File: src/sv/tcg_pkg.sv
// ---------------------------------------------------------------------------
// tcg_pkg
// Shared types, codes and sizes for the text console glyph writer.
// ---------------------------------------------------------------------------
package tcg_pkg;

    localparam int MAX_COLUMNS     = 128;
    localparam int MAX_ROWS        = 64;
    localparam int GLYPH_WIDTH     = 8;
    localparam int GLYPH_ROWS_MAX  = 16;
    localparam int CHARACTER_COUNT = 256;

    localparam int FONT_DEPTH  = CHARACTER_COUNT * GLYPH_ROWS_MAX;
    localparam int FONT_AW     = $clog2(FONT_DEPTH);
    localparam int ROW_IDX_W   = $clog2(GLYPH_ROWS_MAX);
    localparam int GLYPH_SHIFT = $clog2(GLYPH_WIDTH);
    localparam int UNIT_W      = 10;

    // operation codes
    localparam logic [1:0] OP_PUT  = 2'd0;
    localparam logic [1:0] OP_SET  = 2'd1;
    localparam logic [1:0] OP_LOAD = 2'd2;

    // result kinds
    localparam logic [1:0] KIND_GLYPH  = 2'd0;
    localparam logic [1:0] KIND_SCROLL = 2'd1;
    localparam logic [1:0] KIND_ACK    = 2'd2;

    // control characters
    localparam logic [7:0] CODE_LF = 8'd10;
    localparam logic [7:0] CODE_CR = 8'd13;

    // configuration register indexes
    localparam logic [1:0] REG_COLUMNS = 2'd0;
    localparam logic [1:0] REG_ROWS    = 2'd1;
    localparam logic [1:0] REG_HEIGHT  = 2'd2;

    typedef struct packed {
        logic [7:0] eff_cols;
        logic [6:0] eff_rows;
        logic [4:0] height;
    } cfg_t;

    typedef struct packed {
        logic               rd_en;
        logic [FONT_AW-1:0] rd_addr;
        logic               wr_en;
        logic [FONT_AW-1:0] wr_addr;
        logic [7:0]         wr_data;
    } font_ctl_t;

endpackage

File: src/sv/tcg_if.sv
// ---------------------------------------------------------------------------
// tcg_if
// Request and response channels of the glyph writer, valid/ready.
// ---------------------------------------------------------------------------
interface tcg_req_if;
    logic        valid;
    logic        ready;
    logic [1:0]  operation;
    logic [7:0]  char_code;
    logic [6:0]  column_target;
    logic [5:0]  row_target;
    logic [11:0] font_address;
    logic [7:0]  font_byte;

    modport source (
        output valid, operation, char_code, column_target, row_target,
               font_address, font_byte,
        input  ready
    );

    modport sink (
        input  valid, operation, char_code, column_target, row_target,
               font_address, font_byte,
        output ready
    );
endinterface

interface tcg_rsp_if;
    logic       valid;
    logic       ready;
    logic [1:0] kind;
    logic [9:0] pixel_x;
    logic [9:0] pixel_y;
    logic [7:0] row_mask;
    logic       last;

    modport source (
        output valid, kind, pixel_x, pixel_y, row_mask, last,
        input  ready
    );

    modport sink (
        input  valid, kind, pixel_x, pixel_y, row_mask, last,
        output ready
    );
endinterface

File: src/sv/tcg_add_cmp.sv
// ---------------------------------------------------------------------------
// tcg_add_cmp
// Shared add-and-compare unit: sum = a + b, ge = (sum >= c).
// ---------------------------------------------------------------------------
module tcg_add_cmp (
    input  logic [tcg_pkg::UNIT_W-1:0] a,
    input  logic [tcg_pkg::UNIT_W-1:0] b,
    input  logic [tcg_pkg::UNIT_W-1:0] c,
    output logic [tcg_pkg::UNIT_W:0]   sum,
    output logic                       ge
);

    assign sum = {1'b0, a} + {1'b0, b};
    assign ge  = sum >= {1'b0, c};

endmodule

File: src/sv/tcg_engine.sv
// ---------------------------------------------------------------------------
// tcg_engine
// Sequencer: decodes a transaction, runs the range and wrap checks and the
// row address steps through the shared unit, reads the font store once per
// glyph row and drives the response register.
// ---------------------------------------------------------------------------
module tcg_engine (
    input  logic                 clk,
    input  logic                 rst_n,
    input  tcg_pkg::cfg_t        cfg,
    tcg_req_if.sink              req,
    tcg_rsp_if.source            rsp,
    output tcg_pkg::font_ctl_t   font_ctl,
    input  logic [7:0]           font_data
);

    typedef enum logic [5:0] {
        ST_IDLE    = 6'b000001,
        ST_CHK_COL = 6'b000010,
        ST_CHK_ROW = 6'b000100,
        ST_BASE    = 6'b001000,
        ST_EMIT    = 6'b010000,
        ST_FINAL   = 6'b100000
    } state_t;

    localparam int UW = tcg_pkg::UNIT_W;
    localparam int RW = tcg_pkg::ROW_IDX_W;

    state_t      state_reg, state_next;
    logic [7:0]  code_reg, code_next;
    logic [6:0]  cx_reg, cx_next;
    logic [5:0]  cy_reg, cy_next;
    logic        is_set_reg, is_set_next;
    logic        is_lf_reg, is_lf_next;
    logic [6:0]  col_reg, col_next;
    logic [5:0]  row_reg, row_next;
    logic        col_ge_reg, col_ge_next;
    logic        row_ge_reg, row_ge_next;
    logic        scroll_reg, scroll_next;
    logic [1:0]  final_kind_reg, final_kind_next;
    logic [9:0]  x_reg, x_next;
    logic [9:0]  y_reg, y_next;
    logic [4:0]  idx_reg, idx_next;

    logic        rsp_valid_reg, rsp_valid_next;
    logic [1:0]  kind_reg, kind_next;
    logic [9:0]  px_reg, px_next;
    logic [9:0]  py_reg, py_next;
    logic [7:0]  mask_reg, mask_next;
    logic        last_reg, last_next;

    logic [UW-1:0] unit_a, unit_b, unit_c;
    logic [UW:0]   unit_sum;
    logic          unit_ge;

    logic        accept;
    logic        out_free;
    logic [4:0]  idx_inc;
    logic        row_last;

    tcg_add_cmp u_add_cmp (
        .a   (unit_a),
        .b   (unit_b),
        .c   (unit_c),
        .sum (unit_sum),
        .ge  (unit_ge)
    );

    assign req.ready = (state_reg == ST_IDLE);
    assign accept    = req.valid && req.ready;
    assign out_free  = !rsp_valid_reg || rsp.ready;
    assign idx_inc   = idx_reg + 5'd1;
    assign row_last  = (idx_inc == cfg.height);

    // shared unit operand selection
    always_comb
    begin
        unit_a = y_reg;
        unit_b = UW'(1);
        unit_c = '0;
        case (state_reg)
            ST_CHK_COL:
            begin
                unit_a = is_set_reg ? UW'(cx_reg) : UW'(col_reg);
                unit_b = is_set_reg ? UW'(0) : UW'(1);
                unit_c = UW'(cfg.eff_cols);
            end
            ST_CHK_ROW:
            begin
                unit_a = is_set_reg ? UW'(cy_reg) : UW'(row_reg);
                unit_b = is_set_reg ? UW'(0) : UW'(2);
                unit_c = UW'(cfg.eff_rows);
            end
            default:
            begin
                unit_a = y_reg;
                unit_b = UW'(1);
                unit_c = '0;
            end
        endcase
    end

    always_comb
    begin
        state_next      = state_reg;
        code_next       = code_reg;
        cx_next         = cx_reg;
        cy_next         = cy_reg;
        is_set_next     = is_set_reg;
        is_lf_next      = is_lf_reg;
        col_next        = col_reg;
        row_next        = row_reg;
        col_ge_next     = col_ge_reg;
        row_ge_next     = row_ge_reg;
        scroll_next     = scroll_reg;
        final_kind_next = final_kind_reg;
        x_next          = x_reg;
        y_next          = y_reg;
        idx_next        = idx_reg;

        rsp_valid_next  = rsp_valid_reg && !rsp.ready;
        kind_next       = kind_reg;
        px_next         = px_reg;
        py_next         = py_reg;
        mask_next       = mask_reg;
        last_next       = last_reg;

        font_ctl.rd_en   = 1'b0;
        font_ctl.rd_addr = {code_reg, idx_inc[RW-1:0]};
        font_ctl.wr_en   = accept && (req.operation == tcg_pkg::OP_LOAD);
        font_ctl.wr_addr = req.font_address[tcg_pkg::FONT_AW-1:0];
        font_ctl.wr_data = req.font_byte;

        case (state_reg)
            ST_IDLE:
            begin
                if (accept)
                begin
                    code_next       = req.char_code;
                    cx_next         = req.column_target;
                    cy_next         = req.row_target;
                    is_set_next     = (req.operation == tcg_pkg::OP_SET);
                    is_lf_next      = (req.operation == tcg_pkg::OP_PUT)
                                      && (req.char_code == tcg_pkg::CODE_LF);
                    final_kind_next = tcg_pkg::KIND_ACK;
                    if (req.operation == tcg_pkg::OP_SET)
                    begin
                        state_next = ST_CHK_COL;
                    end
                    else if (req.operation == tcg_pkg::OP_PUT)
                    begin
                        if (req.char_code == tcg_pkg::CODE_LF)
                        begin
                            state_next = ST_CHK_ROW;
                        end
                        else if (req.char_code == tcg_pkg::CODE_CR)
                        begin
                            col_next   = '0;
                            state_next = ST_FINAL;
                        end
                        else
                        begin
                            state_next = ST_CHK_COL;
                        end
                    end
                    else
                    begin
                        state_next = ST_FINAL;
                    end
                end
            end

            ST_CHK_COL:
            begin
                col_ge_next = unit_ge;
                state_next  = ST_CHK_ROW;
            end

            ST_CHK_ROW:
            begin
                if (is_set_reg)
                begin
                    if (!col_ge_reg && !unit_ge)
                    begin
                        col_next = cx_reg;
                        row_next = cy_reg;
                    end
                    state_next = ST_FINAL;
                end
                else if (is_lf_reg)
                begin
                    col_next = '0;
                    if (unit_ge)
                    begin
                        final_kind_next = tcg_pkg::KIND_SCROLL;
                    end
                    else
                    begin
                        row_next = row_reg + 6'd1;
                    end
                    state_next = ST_FINAL;
                end
                else
                begin
                    row_ge_next = unit_ge;
                    scroll_next = col_ge_reg && unit_ge;
                    state_next  = ST_BASE;
                end
            end

            ST_BASE:
            begin
                x_next   = 10'(col_reg) << tcg_pkg::GLYPH_SHIFT;
                y_next   = 10'(row_reg) * 10'(cfg.height);
                idx_next = '0;
                font_ctl.rd_en   = 1'b1;
                font_ctl.rd_addr = {code_reg, {RW{1'b0}}};
                // cursor advance with wrap
                if (col_ge_reg)
                begin
                    col_next = '0;
                    if (!row_ge_reg)
                    begin
                        row_next = row_reg + 6'd1;
                    end
                end
                else
                begin
                    col_next = col_reg + 7'd1;
                end
                final_kind_next = scroll_reg ? tcg_pkg::KIND_SCROLL : tcg_pkg::KIND_ACK;
                state_next = (cfg.height == 5'd0) ? ST_FINAL : ST_EMIT;
            end

            ST_EMIT:
            begin
                if (out_free)
                begin
                    rsp_valid_next = 1'b1;
                    kind_next      = tcg_pkg::KIND_GLYPH;
                    px_next        = x_reg;
                    py_next        = y_reg;
                    mask_next      = font_data;
                    last_next      = row_last && !scroll_reg;
                    y_next         = unit_sum[UW-1:0];
                    idx_next       = idx_inc;
                    if (row_last)
                    begin
                        state_next = scroll_reg ? ST_FINAL : ST_IDLE;
                    end
                    else
                    begin
                        font_ctl.rd_en = 1'b1;
                    end
                end
            end

            ST_FINAL:
            begin
                if (out_free)
                begin
                    rsp_valid_next = 1'b1;
                    kind_next      = final_kind_reg;
                    px_next        = '0;
                    py_next        = '0;
                    mask_next      = '0;
                    last_next      = 1'b1;
                    state_next     = ST_IDLE;
                end
            end

            default:
            begin
                state_next = ST_IDLE;
            end
        endcase
    end

    always_ff @(posedge clk or negedge rst_n)
    begin
        if (!rst_n)
        begin
            state_reg     <= ST_IDLE;
            col_reg       <= '0;
            row_reg       <= '0;
            rsp_valid_reg <= 1'b0;
        end
        else
        begin
            state_reg     <= state_next;
            col_reg       <= col_next;
            row_reg       <= row_next;
            rsp_valid_reg <= rsp_valid_next;
        end
    end

    always_ff @(posedge clk)
    begin
        code_reg       <= code_next;
        cx_reg         <= cx_next;
        cy_reg         <= cy_next;
        is_set_reg     <= is_set_next;
        is_lf_reg      <= is_lf_next;
        col_ge_reg     <= col_ge_next;
        row_ge_reg     <= row_ge_next;
        scroll_reg     <= scroll_next;
        final_kind_reg <= final_kind_next;
        x_reg          <= x_next;
        y_reg          <= y_next;
        idx_reg        <= idx_next;
        kind_reg       <= kind_next;
        px_reg         <= px_next;
        py_reg         <= py_next;
        mask_reg       <= mask_next;
        last_reg       <= last_next;
    end

    assign rsp.valid    = rsp_valid_reg;
    assign rsp.kind     = kind_reg;
    assign rsp.pixel_x  = px_reg;
    assign rsp.pixel_y  = py_reg;
    assign rsp.row_mask = mask_reg;
    assign rsp.last     = last_reg;

endmodule
File: src/flat_wrapper.sv
// flat-port wrapper written by rule: the top's interface ports become plain ports
module tcg_engine_flat 
  (clk, rst_n, cfg, font_ctl, font_data, req_valid, req_operation, req_char_code, req_column_target, req_row_target, req_font_address, req_font_byte, req_ready, rsp_valid, rsp_kind, rsp_pixel_x, rsp_pixel_y, rsp_row_mask, rsp_last, rsp_ready);
  tcg_req_if req_i ();
  tcg_rsp_if rsp_i ();
  input  logic clk;
  input  logic rst_n;
  input  tcg_pkg::cfg_t cfg;
  output tcg_pkg::font_ctl_t font_ctl;
  input  logic [7:0] font_data;
  input wire logic [$bits(req_i.valid)-1:0] req_valid;
  input wire logic [$bits(req_i.operation)-1:0] req_operation;
  input wire logic [$bits(req_i.char_code)-1:0] req_char_code;
  input wire logic [$bits(req_i.column_target)-1:0] req_column_target;
  input wire logic [$bits(req_i.row_target)-1:0] req_row_target;
  input wire logic [$bits(req_i.font_address)-1:0] req_font_address;
  input wire logic [$bits(req_i.font_byte)-1:0] req_font_byte;
  output wire logic [$bits(req_i.ready)-1:0] req_ready;
  output wire logic [$bits(rsp_i.valid)-1:0] rsp_valid;
  output wire logic [$bits(rsp_i.kind)-1:0] rsp_kind;
  output wire logic [$bits(rsp_i.pixel_x)-1:0] rsp_pixel_x;
  output wire logic [$bits(rsp_i.pixel_y)-1:0] rsp_pixel_y;
  output wire logic [$bits(rsp_i.row_mask)-1:0] rsp_row_mask;
  output wire logic [$bits(rsp_i.last)-1:0] rsp_last;
  input wire logic [$bits(rsp_i.ready)-1:0] rsp_ready;
  assign req_i.valid = req_valid;
  assign req_i.operation = req_operation;
  assign req_i.char_code = req_char_code;
  assign req_i.column_target = req_column_target;
  assign req_i.row_target = req_row_target;
  assign req_i.font_address = req_font_address;
  assign req_i.font_byte = req_font_byte;
  assign req_ready = req_i.ready;
  assign rsp_valid = rsp_i.valid;
  assign rsp_kind = rsp_i.kind;
  assign rsp_pixel_x = rsp_i.pixel_x;
  assign rsp_pixel_y = rsp_i.pixel_y;
  assign rsp_row_mask = rsp_i.row_mask;
  assign rsp_last = rsp_i.last;
  assign rsp_i.ready = rsp_ready;
  tcg_engine u_core (.clk(clk), .rst_n(rst_n), .cfg(cfg), .req(req_i), .rsp(rsp_i), .font_ctl(font_ctl), .font_data(font_data));
endmodule
File: config.mk
export PLATFORM = sky130hd
export DESIGN_NAME = tcg_engine_flat
export DESIGN_NICKNAME = d
export VERILOG_FILES = /design/src/sv/tcg_pkg.sv /design/src/sv/tcg_if.sv /design/src/sv/tcg_add_cmp.sv /design/src/sv/tcg_engine.sv /design/src/flat_wrapper.sv
export SDC_FILE = /design/constraint.sdc
export NUM_CORES = 1
export LEC_CHECK = 0
export ABC_AREA = 1
export BUFFER_PORTS_ARGS = -buffer_cell sky130_fd_sc_hd__buf_2
export CORE_MARGIN = 3
export CORE_UTILIZATION = 35
export DETAILED_ROUTE_END_ITERATION = 8
export PLACE_DENSITY = 0.62
export SYNTH_ARGS = -nofsm -noshare
export SYNTH_HDL_FRONTEND = slang
export SYNTH_SLANG_ARGS = --single-unit
File: constraint.sdc
create_clock -name clk -period 6.36 [get_ports clk]
set_clock_uncertainty 0.15 [all_clocks]
set_input_delay 0.636 -clock clk [delete_from_list [all_inputs] [get_ports clk]]
set_output_delay 0.636 -clock clk [all_outputs]
set_load 0.02 [all_outputs]
==> flow_summary_export.csv <==
group,metric,value,unit
outcome,outcome,"finished, final reports clean",
logic_synthesis,synth_edf_count,78,
logic_synthesis,synth_top_area_share,37.7,%
place,hpwl,11.2,mm
global_routing,antenna_found_initial,0,
clocking,clockRootBuffer,"clkbuf_16",
layout,layout_commonest_cell,"nand2_1",
layout,diodes,0,
floorplanning,io_pins,142,
global_routing,grt_max_degree,28,
sta,setup_violations,0,
sta,finalHoldViolations,0,
clocking,hold_buffers,0,
route,ant_nets,0,
global_routing,grt_pass1_vias,4480,
clocking,cts_setup_buffers,0,
floorplanning,row_count,48,
sta,finalCriticalPeriod,4840,ps
global_routing,grt-ovfl-total,0,
place,numPortBuffers,98,
critical_path,r2r-start,"u_core.is_set_reg$_DFFE_PP_",
critical_path,critPathRequiredTime,6450,ps
power_and_ir_drop,p_per_area,312,nW/um2
route,wl,14.4,mm
logic_synthesis,synthesis.area_per_instance,8.97,um2
floorplanning,die_w,139,um
clocking,ctsResizeCount,0,
route,first_iter_violations,380,
logic_synthesis,synth_cell_types,46,
critical_path,path_class,"reg2reg",
critical_path,reg2reg_depth,24,
logic_synthesis,yosysSeqAreaShare,45.8,%
logic_synthesis,mappedNetlistArea,6210,um2
layout,most-common-layout-cells,"142 x nand2_1, 103 x inv_1, 98 x buf_2, 78 x edfxtp_1, 72 x nor2_1",
layout,final_nets,879,
logic_synthesis,synth_ff_type,"edfxtp_1",
run,maxCapViolCount,0,
clocking,insertion_delay,350,ps
layout,nFillCells,1719,
floorplanning,fp.dieH,139,um
place,gp_congestion,0.899,
sta,finalSetupTns,0,ps
clocking,cts_buffer_depth,2,
floorplanning,core,17400,um2
route,vias,4730,
min_path,hp-class,"in2async",
route,drc,0,
critical_path,cp-endpoint,"u_core.row_reg[1]$_DFFE_PN0P_",
route,via_per_inst,4.77,
critical_path,r2r_slack,1520,ps
clocking,tritoncts,"built",
logic_synthesis,async_flop_share,20.4,%
layout,drive_above_1_share,19.6,%
global_routing,groute.usage.overall,15.0,%
logic_synthesis,ys_warn_count,0,
clocking,clkSinkCount,98,
sta,slew_violations,0,
sta,layout_worst_path_cycle_share,76.1,%
clocking,clk_pin_slew_worst_paths,70,ps
route,dr.pass1.iters,5,
clocking,cts-htree-levels,3,
logic_synthesis,yosysTopAreaCell,"edfxtp_1",
global_routing,grt_pass1_wl,23.3,mm
layout,multi_input_area,2700,um2
sta,timing.hold.ws,107,ps
logic_synthesis,yosys-top-cells-area,"edfxtp_1 38%, nand2_1 8.6%, dfrtp_1 7.7%",
critical_path,critPathLaunchType,"register",
layout,regArea,2840,um2
layout,syn_to_final_growth,13.6,%
route,wl_per_cell,14.5,um
critical_path,r2r_end,"u_core.row_reg[1]$_DFFE_PN0P_",
power_and_ir_drop,power.leakage,3.28,nW
critical_path,crit_start,"u_core.is_set_reg$_DFFE_PP_",
floorplanning,dieArea,19400,um2
sta,worst_pin_slew,902,ps
critical_path,crit_arrival,4930,ps
floorplanning,initial_core_util,35.8,%
critical_path,cp-end-kind,"register",
sta,grt_setup_unrepaired,"false",
logic_synthesis,postSynthCellCount,692,
sta,max_slew_margin,39.9,%
logic_synthesis,synth_seq_cells,98,
clocking,cts_made_buffers,9,
critical_path,cp_max_fo,22,
sta,fmax,207,MHz
power_and_ir_drop,peakVddDrop,0.000216,V
## critical path, cell delays in order, from the launching register on
cell,delay [ps]
edfxtp_1,770
inv_1,350
nand2_1,170
inv_1,70
a221oi_1,260
o221ai_1,170
ha_1,250
fa_1,400
nand2_1,130
nor2_4,50
nand2_1,70
xnor2_1,140
ha_1,290
nand4_1,90
inv_1,50
nand2_1,60
o211ai_1,80
a21oi_1,120
o21ai_0,100
nor2_2,240
nand3_4,140
a21oi_4,270
nand3_4,140
nand2_1,90
nand2_1,50
## area by class of cell
type | instances | area share [%]
clock buffers | 10 | 3.25
clock inverters | 6 | 1.01
multi-input cells | 442 | 38.2
inverters | 108 | 5.79
repair buffers | 102 | 7.38
well taps | 225 | 3.99
flip-flops and latches | 98 | 40.3
## stage by stage
stage | utilization, % | setup slack (ps) | power (W) | instance area [um2] | std cells
2_1_floorplan | - | 2130 | 0.00146 | 6210 | 694
6_report | 40.6 | 1520 | 0.00220 | 7050 | 991
5_1_grt | 40.6 | 1120 | 0.00236 | 7050 | 991
3_3_place_gp | 38.9 | 1700 | 0.00166 | 6750 | 975
3_5_place_dp | 38.9 | 1590 | 0.00167 | 6750 | 975
4_1_cts | 40.6 | 1560 | 0.00222 | 7050 | 991
## cells in the mapped netlist (2+ instances only)
master	n
dfrtp_1	19
nor3_2	2
buf_2	7
edfxtp_1	78
clkbuf_1	14
nand2_1	142
o211ai_1	2
a22o_1	7
nor4_1	2
nor2_2	3
fa_1	12
xnor2_1	10
inv_1	103
nand2_4	3
nor2_4	3
nor3_1	5
inv_2	3
nand3_1	32
nand3_4	4
xor2_1	18
o22ai_1	9
nor2_1	74
o21ai_0	29
o21a_1	2
a221oi_1	2
ha_1	31
buf_4	23
a21oi_1	14
nand4_1	18
nand2_2	5
## per-layer routing
layer / up-vias / share of wire (%) / GRT usage (%)
met5: - / 0 / 0
met4: 0 / 1.4 / 3.50
met3: 18 / 6.8 / 4.21
met2: 162 / 45 / 23.5
met1: 2174 / 46 / 20.8
li1: 2376 / - / -
## power breakdown
group | total [W] | internal (W) | switching (W)
clock | 0.000548 | 0.000309 | 0.000239
sequential | 0.000913 | 0.000832 | 0.0000806
combinational | 0.000740 | 0.000241 | 0.000498
## how the worst min path moves through the flow
stage,depth (start not counted),to,from,slack (ps)
final,1,u_core.state_reg[4]$_DFFE_PN0P_,rst_n,110
after global placement,0,u_core.x_reg[9]$_DFFE_PP_,u_core.col_reg[6]$_DFFE_PN0P_,350
after detailed placement,0,u_core.x_reg[9]$_DFFE_PP_,u_core.col_reg[6]$_DFFE_PN0P_,350
after floorplan,0,u_core.col_reg[0]$_DFFE_PN0P_,rst_n,190
after CTS,1,u_core.state_reg[4]$_DFFE_PN0P_,rst_n,120
after global routing,1,u_core.state_reg[4]$_DFFE_PN0P_,rst_n,130
## cells by family (layout without fill, tap and decap cells)
logic type,Yosys count,count (layout),share of synthesized area (%)
other,1,3,0.0604
adder cells (fa/ha/maj),43,43,10.1
AND/OR/NAND/NOR,297,297,22.0
AO/OA/AOI/OAI,71,71,7.06
flip-flops,98,98,45.8
XOR/XNOR,28,28,3.95
buffers and inverters,154,226,11.0
Power figures use the tool's default switching activity.
